`config.mk`:
```
export PLATFORM = sky130hd
export DESIGN_NAME = sptc_fifo
export DESIGN_NICKNAME = d
export VERILOG_FILES = /design/src/design/sptc_pkg.sv /design/src/design/sptc_fifo.sv
export SDC_FILE = /design/constraint.sdc
export NUM_CORES = 1
export LEC_CHECK = 0
export ABC_AREA = 0
export BUFFER_PORTS_ARGS = -buffer_cell sky130_fd_sc_hd__buf_2
export CAP_MARGIN = 15
export CORE_AREA = 2 2 126 128
export DETAILED_ROUTE_END_ITERATION = 7
export DIE_AREA = 0 0 128 130
export PLACE_DENSITY = 0.78
export SLEW_MARGIN = 0
export SYNTH_ARGS = -nofsm -noshare
export SYNTH_HDL_FRONTEND = slang
export SYNTH_SLANG_ARGS = --single-unit
```
`constraint.sdc`:
```
create_clock -name clk -period 2.7 [get_ports clk]
set_input_delay 0.135 -clock clk [delete_from_list [all_inputs] [get_ports clk]]
set_output_delay 0.135 -clock clk [all_outputs]
set_load 0.005 [all_outputs]
```
`src/design/sptc_pkg.sv`:
```
package sptc_pkg;

	// Field widths fixed by the stream format.
	localparam int RANGE_BITS  = 24;
	localparam int IDX_BITS    = 12;
	localparam int ANG_BITS    = 32;
	localparam int MAX_SAMPLES = 4096;

	// Beat layouts, padded to whole bytes.
	localparam int IN_TDATA_BITS  = ((RANGE_BITS + IDX_BITS + 7) / 8) * 8;
	localparam int COORD_BITS     = RANGE_BITS + 1;
	localparam int OUT_TDATA_BITS = ((2 * COORD_BITS + 7) / 8) * 8;

	// Configuration port.
	localparam int CFG_INDEX_BITS = 8;
	localparam int CFG_DATA_BITS  = 32;
	localparam logic [CFG_INDEX_BITS-1:0] REG_RANGE_LO    = 8'd0;
	localparam logic [CFG_INDEX_BITS-1:0] REG_RANGE_HI    = 8'd1;
	localparam logic [CFG_INDEX_BITS-1:0] REG_ANGLE_START = 8'd2;
	localparam logic [CFG_INDEX_BITS-1:0] REG_ANGLE_STEP  = 8'd3;

	// CORDIC constants: unit vector in Q30, angles at 2^32 per turn.
	localparam int CORDIC_STEPS = 30;
	localparam int UNIT_SHIFT   = 30;
	localparam int UNIT_BITS    = 32;
	localparam int ZW           = ANG_BITS + 1;
	localparam logic signed [UNIT_BITS-1:0] CORDIC_GAIN_INV = 32'sd652032874;
	localparam logic [ANG_BITS-1:0] ARC_TABLE [CORDIC_STEPS] = '{
		32'h20000000, 32'h12E4051E, 32'h09FB385B, 32'h051111D4, 32'h028B0D43,
		32'h0145D7E1, 32'h00A2F61E, 32'h00517C55, 32'h0028BE53, 32'h00145F2F,
		32'h000A2F98, 32'h000517CC, 32'h00028BE6, 32'h000145F3, 32'h0000A2FA,
		32'h0000517D, 32'h000028BE, 32'h0000145F, 32'h00000A30, 32'h00000518,
		32'h0000028C, 32'h00000146, 32'h000000A3, 32'h00000051, 32'h00000029,
		32'h00000014, 32'h0000000A, 32'h00000005, 32'h00000003, 32'h00000001
	};

	// Queue between the front and the back.
	localparam int FIFO_DEPTH    = 4;
	localparam int FIFO_PTR_BITS = $clog2(FIFO_DEPTH);

	typedef struct packed {
		logic [RANGE_BITS-1:0] range_lo;
		logic [RANGE_BITS-1:0] range_hi;
		logic [ANG_BITS-1:0]   angle_start;
		logic [ANG_BITS-1:0]   angle_step;
	} cfg_t;

	// One accepted sample on its way to the converter.
	typedef struct packed {
		logic [RANGE_BITS-1:0] range_value;
		logic [ANG_BITS-1:0]   angle;
	} work_t;

	typedef struct packed {
		logic full;
		logic empty;
	} fifo_stat_t;

endpackage

```
`src/design/sptc_fifo.sv`:
```
module sptc_fifo (
	input  logic                 clk,
	input  logic                 arst_n,
	input  logic                 push,
	input  sptc_pkg::work_t      push_data,
	input  logic                 pop,
	output sptc_pkg::work_t      pop_data,
	output sptc_pkg::fifo_stat_t stat
);
	import sptc_pkg::*;

	work_t                    mem_q [FIFO_DEPTH];
	logic [FIFO_PTR_BITS-1:0] wr_ptr_q;
	logic [FIFO_PTR_BITS-1:0] rd_ptr_q;
	logic [FIFO_PTR_BITS:0]   count_q;

	assign stat.full  = (count_q == (FIFO_PTR_BITS + 1)'(FIFO_DEPTH));
	assign stat.empty = (count_q == '0);
	assign pop_data   = mem_q[rd_ptr_q];

	// Pointers and fill count.
	always_ff @(posedge clk or negedge arst_n) begin
		if (!arst_n) begin
			wr_ptr_q <= '0;
			rd_ptr_q <= '0;
			count_q  <= '0;
		end else begin
			if (push) begin
				wr_ptr_q <= wr_ptr_q + 1'b1;
			end
			if (pop) begin
				rd_ptr_q <= rd_ptr_q + 1'b1;
			end
			if (push && !pop) begin
				count_q <= count_q + 1'b1;
			end else if (pop && !push) begin
				count_q <= count_q - 1'b1;
			end
		end
	end

	// Storage.
	always_ff @(posedge clk) begin
		if (push) begin
			mem_q[wr_ptr_q] <= push_data;
		end
	end

endmodule

```
-- Word level (Yosys, flattened, before mapping)
Memories as Yosys holds them, arrays and structs flattened.
Cells that the tools add are included.
- register bits after elaboration: 7
- RAM bits: 224
- input bits: 60
- word-level logic and storage cells: 19
- memories: 1
- memory list (name ; depth ; bits a word ; rd ports ; clocked after Yosys merged registers in ; wr ports ; line ; text):
    mem_q ; 4 ; 56 ; 1 ; 0 ; 1 ; sptc_fifo.sv:12 ; work_t mem_q [FIFO_DEPTH];
- $add $sub $neg: 4
- equality and inequality tests: 1
- multiplexer cells: 4
- reduce and logical (&&, ||, !) cells: 6
- operator list (cell ; number):
    $mux 3 ; 2
    $add 2x1->2 const B ; 2
    $add 3x1->3 const B ; 1
    $eq 3x3->1 const B ; 1
    $logic_not 3->1 ; 1
    $sub 3x1->3 const B ; 1
    $logic_and 1x1->1 ; 2
    $logic_not 1->1 ; 2
    $mux 1 ; 2
    $reduce_bool 2->1 ; 1

-- Longest topological paths before layout
- word-level depth: 4
- depth in mapped cells: 7
- depth with buffers taken out: 7

-- Least setup slack after synthesis
No wires, ideal clock.
- path kind: flip-flop to flip-flop
- start point: register wr_ptr_q[0]
- end point: memory mem_q[2][0] (netlist bit) (enable)
- arrival time: 1.942 ns
- path slack: 0.339 ns
- stages on the path, launching flop included: 4
- path buffers: 0
- period minus slack after synthesis: 2.361 ns
- path through: dfrtp_1 inv_1 ha_1 and2_1
- RTL lines (what ; line ; text):
    start: declaration ; sptc_fifo.sv:13 ; logic [FIFO_PTR_BITS-1:0] wr_ptr_q;
    start signal: assignment ; sptc_fifo.sv:29 ; wr_ptr_q <= wr_ptr_q + 1'b1;
    end: declaration ; sptc_fifo.sv:12 ;
Straight into the memory's write port.

==> run_results.csv <==
group,metric,value,unit
outcome,status,"completed",
logic_synthesis,ys_top_cells_by_count,"edfxtp_1 (224), mux4_2 (56), dfrtp_1 (7), ha_1 (5)",
cts,cts_max_level,1,
timing,setup_viol,0,
timing,min_period_over_period,90.33,%
routing,wl_per_cell,20.16,um
die,rows,46,
setup_path,crit_family,"flip-flops",
timing,hold_viol_final,0,
setup_path,crit_slowest_cell,"dfrtp_4",
logic_synthesis,ys_types,20,
setup_path,max_stage_delay,0.83,ns
logic_synthesis,async_flop_share,3.030,%
setup_path,crit_buf_inv,2,
pwr,power,0.01115,W
global_routing,grt_use_met2,32.09,%
setup_path,worstPathRequired,2.57,ns
timing,maxSlewViolCount,0,
routing,dr_total_vias,4008,
timing,fmax,410.0,MHz
global_routing,overflow,0,
placed_design,hpwlAfterDp,8.905,mm
cts,clkTransAtPathRegs,0.06,ns
logic_synthesis,avgSynthCellArea,25.99,um^2
pwr,seqPwrFrac,45.4,%
logic_synthesis,synth_edf_count,224,
routing,ant_nets,0,
layout,multiInputGateArea,0.001466,mm^2
logic_synthesis,synth.most_common_cell,"edfxtp_1",
layout,finish.net_count,596,
routing,wirelength,14.90,mm
logic_synthesis,synth_ff_type,"edfxtp_1",
logic_synthesis,ys_warn_count,0,
cts,cts-root-buf,"clkbuf_16",
setup_path,crit_fanout,31,
global_routing,gr-usage-met3,3.690,%
logic_synthesis,syn_nets,393,
setup_path,start_kind,"flop",
cts,cts_buffers,23,
logic_synthesis,synth_top_cells_by_area,"edfxtp_1 (79%), mux4_2 (15%), dfrtp_1 (2.1%), ha_1 (0.74%), buf_12 (0.71%)",
global_routing,grt.total_usage,18.52,%
die,start_util,55.10,%
worst_hold_path,hold_class,"primary input to async pin",
timing,slew_headroom,59.49,%
layout,drive_gt1_share,42.49,%
pwr,p_clk_share,29.5,%
global_routing,grt_first_pass_wirelength,23.37,mm
cts,clockBufferDepth,3,
pwr,swShare,25.72,%
timing,min_period,2.439,ns
timing,worstMarginPinSlew,0.6076,ns
routing,firstDrtPassIters,4,
logic_synthesis,netlist_instances,327,
logic_synthesis,yosys_register_bits,231,
cts,cts_resized,0,
logic_synthesis,yosysTopAreaCellShare,79.14,%
pwr,p_sw,0.002868,W
global_routing,antenna_found_initial,1,
timing,rsz0062_at_grt,"no",
routing,initialDrtViolationCount,284,
layout,fillers,969,
layout,seq_area,0.006907,mm^2
setup_path,arrival,2.30,ns
timing,finClkSkew,0.006207,ns
flow_run,cap_violations,0,
placed_design,dp.cells,638,
cts,cts.sinks,231,
pwr,powerDensity,1035,mW/mm^2
pwr,p_leak,3.807,nW
logic_synthesis,synth_top_cell_by_area,"edfxtp_1",
die,core,0.01542,mm^2
pwr,p_int,0.008282,W
routing,viasPerCell,5.424,
placed_design,io_buffers,117,
global_routing,first_global_vias,4439,
die,ios,118,
logic_synthesis,ys_seq_area_share,81.20,%
pwr,combPwrFrac,25.2,%
cts,cts_tree,"done",
global_routing,grt_max_degree,32,
global_routing,grtUsageMet1,24.23,%
layout,areaGrowthSynthToFinish,26.70,%
pwr,ir_drop,0.6320,mV
setup_path,path_class,"flop to primary output",
logic_synthesis,synth.cell_area,0.008499,mm^2
timing,finalSetupTns,0,ns
cts,clock_latency,0.49,ns
setup_path,critPathCaptureType,"primary output",
placed_design,place_congestion,0.6950,
routing,post-route-drc-count,0,
global_routing,busiest_layer,"met2",
layout,instances_no_fill,739,
setup_path,path_cells,"buf_4 > mux4_2 > buf_2",
die,die_area,0.01664,mm^2
die,die_w,128,um
die,die_y,130,um
[kinds of logic after synthesis]
logic type	share of synthesized area, %
buf+inv	1.605
xor+xnor	0.6183
simple gates	0.5740
compound gates	0.05883
fa+ha+maj	0.9716
mux	14.97
flops	81.20
[cells in the final DEF (no fill, tap or decap), drive strengths merged, types with 2 or more instances in the layout]
cell,instances
buf,132
and2,4
dlygate4sd3,59
xnor2,2
inv,5
bufinv,4
dfrtp,7
ha,5
clkbuf,30
mux4,56
xor2,4
clkinv,6
nand2,2
edfxtp,224
[registers in the layout, indices dropped and copies added (netlist names)]
| register | cells |
|---|---|
| count_q | 3 |
| mem_q | 224 |
| wr_ptr_q | 2 |
| rd_ptr_q | 2 |
[per-layer routing]
| metal | wire length (um) | vias up | part of all wire (%) |
|---|---|---|---|
| met3 | 835 | 22 | 5.6 |
| li1 | - | 1797 | - |
| met1 | 6033 | 2067 | 41 |
| met4 | 276 | 0 | 1.9 |
| met2 | 7750 | 122 | 52 |
| met5 | 0 | - | 0 |
[area by class of cell]
type                       instances  area share, %
sequential                       231          64.13
multi-input combinational         79          13.62
timing repair buffer             191          12.43
clock buffer                      30          5.960
tap                              192          2.231
clock inverter                    11          1.464
inverter                           4         0.1394
antenna                            1        0.02324
[through the flow]
step / util (%) / worst slack [ns] / hold WS (ns) / cell area, um^2
5_1_grt: 69.82 / 0.09359 / 0.01842 / 10770
3_5_place_dp: 60.79 / 0.7063 / -0.01529 / 9376
6_report: 69.82 / 0.2611 / 0.007771 / 10770
2_1_floorplan: - / 0.3387 / -0.1606 / 8499
3_3_place_gp: 60.79 / 0.7082 / -0.02674 / 9376
4_1_cts: 69.80 / 0.1754 / 0.003109 / 10770
[power groups by stage]
stage	logic, W	clock network (W)	registers, W
global placement	0.00275	0	0.00510
floorplan	0.00192	0	0.00491
global route	0.00305	0.00350	0.00515
CTS	0.00287	0.00334	0.00508
detailed placement	0.00278	0	0.00515
finish	0.00281	0.00329	0.00506
[worst paths after layout]
kind                                    start           end  slack (ns)  depth (start not counted)
worst min-delay path                   arst_n    count_q[1]       0.008                          2
worst max-delay path              rd_ptr_q[0]  pop_data[24]        0.26                          3
worst max register to register    wr_ptr_q[0]  mem_q[0][13]        0.94                          4
min in group clk                push_data[37]  mem_q[1][37]        0.39                          2
worst min register to register     count_q[2]    count_q[2]        0.51                          1
max in group asynchronous              arst_n   rd_ptr_q[0]        2.50                          2
[repair_timing]
item,in CTS,in global routing
hold buffers,59,0
endpoints found under the hold margin,235,0
setup buffers,0,0
setup endpoints to repair,0,0
Power figures use the tool's default switching activity.
