### config.mk
export PLATFORM = sky130hd
export DESIGN_NAME = sptc_front
export DESIGN_NICKNAME = d
export VERILOG_FILES = /design/src/design/sptc_pkg.sv /design/src/design/sptc_front.sv
export SDC_FILE = /design/constraint.sdc
export NUM_CORES = 1
export LEC_CHECK = 0
export ABC_CLOCK_PERIOD_IN_PS = 14540
export BUFFER_PORTS_ARGS = -buffer_cell sky130_fd_sc_hd__buf_2
export CAP_MARGIN = 20
export CORE_ASPECT_RATIO = 1.2
export CORE_MARGIN = 3
export CORE_UTILIZATION = 62
export CTS_CLUSTER_SIZE = 12
export DETAILED_ROUTE_END_ITERATION = 6
export PLACE_DENSITY = 0.94
export SYNTH_ARGS = -nofsm -noshare
export SYNTH_HDL_FRONTEND = slang
export SYNTH_SLANG_ARGS = --single-unit
### constraint.sdc
create_clock -name clk -period 14.54 [get_ports clk]
set_clock_uncertainty 0.2 [all_clocks]
set_input_delay 1.454 -clock clk [delete_from_list [all_inputs] [get_ports clk]]
set_output_delay 1.454 -clock clk [all_outputs]
set_load 0.01 [all_outputs]
### src/design/sptc_pkg.sv
package sptc_pkg;

	// Field widths fixed by the stream format.
	localparam int RANGE_BITS  = 24;
	localparam int IDX_BITS    = 12;
	localparam int ANG_BITS    = 32;
	localparam int MAX_SAMPLES = 4096;

	// Beat layouts, padded to whole bytes.
	localparam int IN_TDATA_BITS  = ((RANGE_BITS + IDX_BITS + 7) / 8) * 8;
	localparam int COORD_BITS     = RANGE_BITS + 1;
	localparam int OUT_TDATA_BITS = ((2 * COORD_BITS + 7) / 8) * 8;

	// Configuration port.
	localparam int CFG_INDEX_BITS = 8;
	localparam int CFG_DATA_BITS  = 32;
	localparam logic [CFG_INDEX_BITS-1:0] REG_RANGE_LO    = 8'd0;
	localparam logic [CFG_INDEX_BITS-1:0] REG_RANGE_HI    = 8'd1;
	localparam logic [CFG_INDEX_BITS-1:0] REG_ANGLE_START = 8'd2;
	localparam logic [CFG_INDEX_BITS-1:0] REG_ANGLE_STEP  = 8'd3;

	// CORDIC constants: unit vector in Q30, angles at 2^32 per turn.
	localparam int CORDIC_STEPS = 30;
	localparam int UNIT_SHIFT   = 30;
	localparam int UNIT_BITS    = 32;
	localparam int ZW           = ANG_BITS + 1;
	localparam logic signed [UNIT_BITS-1:0] CORDIC_GAIN_INV = 32'sd652032874;
	localparam logic [ANG_BITS-1:0] ARC_TABLE [CORDIC_STEPS] = '{
		32'h20000000, 32'h12E4051E, 32'h09FB385B, 32'h051111D4, 32'h028B0D43,
		32'h0145D7E1, 32'h00A2F61E, 32'h00517C55, 32'h0028BE53, 32'h00145F2F,
		32'h000A2F98, 32'h000517CC, 32'h00028BE6, 32'h000145F3, 32'h0000A2FA,
		32'h0000517D, 32'h000028BE, 32'h0000145F, 32'h00000A30, 32'h00000518,
		32'h0000028C, 32'h00000146, 32'h000000A3, 32'h00000051, 32'h00000029,
		32'h00000014, 32'h0000000A, 32'h00000005, 32'h00000003, 32'h00000001
	};

	// Queue between the front and the back.
	localparam int FIFO_DEPTH    = 4;
	localparam int FIFO_PTR_BITS = $clog2(FIFO_DEPTH);

	typedef struct packed {
		logic [RANGE_BITS-1:0] range_lo;
		logic [RANGE_BITS-1:0] range_hi;
		logic [ANG_BITS-1:0]   angle_start;
		logic [ANG_BITS-1:0]   angle_step;
	} cfg_t;

	// One accepted sample on its way to the converter.
	typedef struct packed {
		logic [RANGE_BITS-1:0] range_value;
		logic [ANG_BITS-1:0]   angle;
	} work_t;

	typedef struct packed {
		logic full;
		logic empty;
	} fifo_stat_t;

endpackage

### src/design/sptc_front.sv
module sptc_front (
	input  logic                           clk,
	input  logic                           arst_n,
	input  sptc_pkg::cfg_t                 cfg,
	input  logic                           in_valid,
	output logic                           in_ready,
	input  logic [sptc_pkg::RANGE_BITS-1:0] in_range,
	input  logic [sptc_pkg::IDX_BITS-1:0]   in_index,
	input  sptc_pkg::fifo_stat_t           stat,
	output logic                           push,
	output sptc_pkg::work_t                push_data
);
	import sptc_pkg::*;

	logic                  adv;
	logic                  keep;
	logic                  valid_s1;
	logic [RANGE_BITS-1:0] range_s1;
	logic [IDX_BITS-1:0]   idx_s1;
	logic                  valid_s2;
	logic [RANGE_BITS-1:0] range_s2;
	logic [ANG_BITS-1:0]   prod_s2;

	// The front moves as a whole unless a kept sample waits on a full queue.
	assign adv      = !(valid_s2 && stat.full);
	assign in_ready = adv;

	// A kept sample has a nonzero range inside the bounds and an index inside the scan.
	assign keep = (range_s1 != '0) && (range_s1 >= cfg.range_lo) &&
		(range_s1 <= cfg.range_hi) && (32'(idx_s1) < 32'(MAX_SAMPLES));

	always_ff @(posedge clk or negedge arst_n) begin
		if (!arst_n) begin
			valid_s1 <= 1'b0;
			valid_s2 <= 1'b0;
		end else if (adv) begin
			valid_s1 <= in_valid;
			valid_s2 <= valid_s1 && keep;
		end
	end

	// Payload: register the beat, then the index times the step.
	always_ff @(posedge clk) begin
		if (adv) begin
			range_s1 <= in_range;
			idx_s1   <= in_index;
			range_s2 <= range_s1;
			prod_s2  <= ANG_BITS'(ANG_BITS'(idx_s1) * cfg.angle_step);
		end
	end

	// The angle wraps modulo one turn.
	assign push                  = valid_s2 && !stat.full;
	assign push_data.range_value = range_s2;
	assign push_data.angle       = cfg.angle_start + prod_s2;

endmodule

### Word-level counts from Yosys, hierarchy flattened

Cells that the tools add are included.

* multipliers: 1
* $add $sub $neg: 1
* order comparisons: 2
* reduce and logical (&&, ||, !) cells: 8

Operators with widths (number)
* $add A32 B32 Y32: 1
* $mul A12 B32 Y32: 1
* $ge A24 B24 Y1: 1
* $le A24 B24 Y1: 1
* $reduce_bool A24 Y1: 1
* $logic_and A1 B1 Y1: 5
* $logic_not A1 Y1: 2

* flip-flop bits (word level): 94
* output and inout port bits: 58
* logic and storage cells: 18
* input port bits: 153

### Logic depth before layout (Yosys ltp)

* depth in word-level cells: 4
* depth in mapped cells: 23
* depth with buffers taken out: 21

### Worst setup path after synthesis

Ideal clock, no wire load.

* kind: input-to-reg
* start point: input port cfg[6] (netlist name)
* end point: register prod_s2[27], data pin
* data arrival time: 6.383 ns
* setup time: 0.259 ns
* path slack: 7.698 ns
* stages: 19
* cells stage by stage: clkbuf_1 nand2_1 fa_1 inv_1 fa_1 fa_1 fa_1 inv_1 fa_1 inv_1 ha_1 a2111o_1 a2111oi_2 nor3b_1 nand4b_1 a31o_2 a21oi_2 o21ai_0 xnor2_1

* cells in the longest elaborated chain, start to end: 1

RTL lines
* start: declaration: RTL line sptc_front.sv:4 `input sptc_pkg::cfg_t cfg,`
* $mul A12 B32 Y32: RTL line sptc_front.sv:48 `prod_s2 <= ANG_BITS'(ANG_BITS'(idx_s1) * cfg.angle_step);`
* end signal: assignment: RTL line sptc_front.sv:48
* end: declaration: RTL line sptc_front.sv:22 `logic [ANG_BITS-1:0] prod_s2;`

Every way passes these cells.
A chain may end at the register's enable or synchronous reset.

### Final worst setup path

* start point: input port cfg[5] (netlist name)
* end point: register prod_s2[27], data pin

Same word-level chain as after synthesis.

==> flow_summary.json <==
{
  "hold_viol": 0,
  "post_cts_resized": 0,
  "hold_slack_ns": 0.307,
  "wl_met2_um": 19800,
  "die-area_um2": 25500,
  "numCtsBuffers": 9,
  "synth_seq_cells": 94,
  "status": "completed",
  "io_buffers": 209,
  "start_util_pct": 64.1,
  "pin_count": 211,
  "routed.top_layer": "met5",
  "grt_usage_pct": 29.8,
  "ant_nets": 0,
  "start_kind": "input pin",
  "crit_arrival_ns": 7.04,
  "n_fill_cell": 1514,
  "synth.area.top_cells": "fa_1 33%, edfxtp_1 19%, ha_1 11%",
  "finalCriticalPeriod_ns": 7.13,
  "slew_violations": 0,
  "path_common_cell": "fa_1",
  "max_freq_ghz": 0.140,
  "gr-total-overflow": 0,
  "drt_iter0_drc": 808,
  "required_ns": 14.45,
  "vias": 11700,
  "netlist_instances": 1542,
  "synth_area_per_cell_um2": 9.49,
  "ys_types": 55,
  "post-route-period-util_pct": 49.0,
  "synthTopCellsByCount": "328 x inv_1, 241 x nand2_1, 240 x fa_1",
  "antenna_found_initial": 3,
  "dp_hpwl_um": 29300,
  "cts_sinks": 94,
  "yosysSeqAreaShare_pct": 19.2,
  "slowest_stage": "fa_1",
  "endpoint_kind": "flop",
  "wl_met1_um": 12400,
  "async_flop_share_pct": 2.13,
  "slowest_delay_ns": 0.54,
  "synth_edf_count": 92,
  "relSlewSlack_pct": 33.2,
  "hold_buffers": 0,
  "cts_root_buffer": "clkbuf_16",
  "drv_cap": 0,
  "crit_type": "in2reg",
  "tns_ns": 0,
  "final_nets": 2239,
  "worst_slew_pin_slew_ns": 1.00,
  "layout-drive-gt1-share_pct": 14.3,
  "clkLatencyLatePin_ns": 0.36,
  "cp_max_fo": 12,
  "path_clk_slew_ns": 0.08,
  "synth_top_area_share_pct": 32.8,
  "hold_path.class": "reg2reg",
  "final_util_pct": 71.1,
  "yosysTopAreaCell": "fa_1",
  "die_h_um": 174,
  "cts_tree": "built",
  "regArea_um2": 2810,
  "worstPathCellList": "buf_2, and2_1, fa_1, inv_1, fa_1, inv_1, fa_1, fa_1, inv_1, fa_1, inv_1, ha_1, a2111o_1, a2111oi_2, nor3b_1, nand4b_1, a31o_2, a21oi_2, o21ai_0, xnor2_1",
  "post_cts_buffers": 0,
  "wl_met3_um": 3100,
  "grt_pass1_vias": 12700,
  "grt_pass1_wl_um": 60400,
  "firstDrtPassIters": 5,
  "via_per_inst": 5.74,
  "gp_congestion": 0.950,
  "syn_nets": 2063,
  "drcViolationCount": 0,
  "clockBufferDepth": 2,
  "grt_max_degree": 51,
  "wl_um": 37300,
  "setup_viol": 0,
  "wl_per_cell_um": 18.3,
  "netlist_area_um2": 14600,
  "h-tree-depth": 3,
  "yosysWarnings": 0,
  "core.rowCount": 60,
  "die_x_um": 146,
  "synth_ff_type": "edfxtp_1",
  "syn_to_final_growth_pct": 11.0,
  "core_um2": 22800,
  "synth_most_common_cell": "inv_1",
  "rsz0062_at_grt": "false",
  "multi_input_area_um2": 10400
}
-- metal layers --
| metal | global-route usage [%] | vias to the layer above |
|---|---|---|
| met3 | 4.82 | 172 |
| met2 | 55.6 | 708 |
| met5 | 0 | - |
| li1 | - | 5162 |
| met4 | 15.1 | 4 |
| met1 | 32.4 | 5631 |
-- cell families (layout without fill, tap and decap cells) --
| family | Yosys count | in the layout | synth area share (%) |
|---|---|---|---|
| AND/OR/NAND/NOR | 447 | 447 | 14.4 |
| buffers and inverters | 381 | 562 | 9.77 |
| adder cells (fa/ha/maj) | 368 | 368 | 43.8 |
| AO/OA/AOI/OAI | 176 | 176 | 8.22 |
| flip-flops | 94 | 94 | 19.2 |
| XOR/XNOR | 75 | 75 | 4.49 |
| multiplexers | 1 | 1 | 0.0770 |
| other | 0 | 3 | 0 |
-- flip-flops by register name, summed over array words and instances (netlist names) --
signal	flops
idx_s1	12
prod_s2	32
range_s1	24
range_s2	24
valid_s1	1
valid_s2	1
-- critical path, delay by kind of cell --
family                     cells  cell delay (ns)
AOI/OAI and AO/OA              5             1.56
xor gates and xnor gates       1             0.15
adders and majority gates      6             2.76
buffers and inverters          5             0.40
and+or+nand+nor                3             0.71
-- final timing paths --
kind                                            start                    end  slack, ns  cells past startpoint
worst max-delay path                           cfg[5]  prod_s2[27]$_DFFE_PN_       7.41                     20
worst min-delay path            range_s1[0]$_DFFE_PN_  range_s2[0]$_DFFE_PN_       0.31                      0
worst max register to register    idx_s1[6]$_DFFE_PN_  prod_s2[27]$_DFFE_PN_       7.70                     18
worst min register to register  range_s1[0]$_DFFE_PN_  range_s2[0]$_DFFE_PN_       0.31                      0
max in group asynchronous                      arst_n   valid_s1$_DFFE_PN0N_      13.35                      1
min in group asynchronous                      arst_n   valid_s2$_DFFE_PN0N_       0.69                      1
-- final cells by class --
cell class | instances | area share [%]
timing repair buffer | 218 | 6.86
inverter | 328 | 7.58
tap | 310 | 2.39
sequential | 94 | 17.3
antenna | 3 | 0.0462
clock inverter | 7 | 0.378
clock buffer | 9 | 1.39
multi-input combinational | 1067 | 64.0
-- metrics by stage --
stage	instances	instance area, µm²	setup slack, ns
floorplan	1542	14600	7.70
global placement	2017	15900	7.16
detailed placement	2017	15900	7.11
CTS	2033	16200	7.46
global route	2034	16200	7.24
finish	2036	16200	7.41
-- cells in the final DEF, fill, tap and decap left out, types with 16 or more instances in the layout --
cell	instances
inv_1	328
nand2_1	240
fa_1	240
buf_2	209
ha_1	128
and2_1	105
edfxtp_1	92
xnor2_1	59
a21oi_1	53
nor2_1	32
a21o_1	31
o21ai_0	26
xor2_1	16
Power is left out: the tool's default activity adds up to more than one toggle a clock period on the data nets, which glitch-free logic cannot reach.
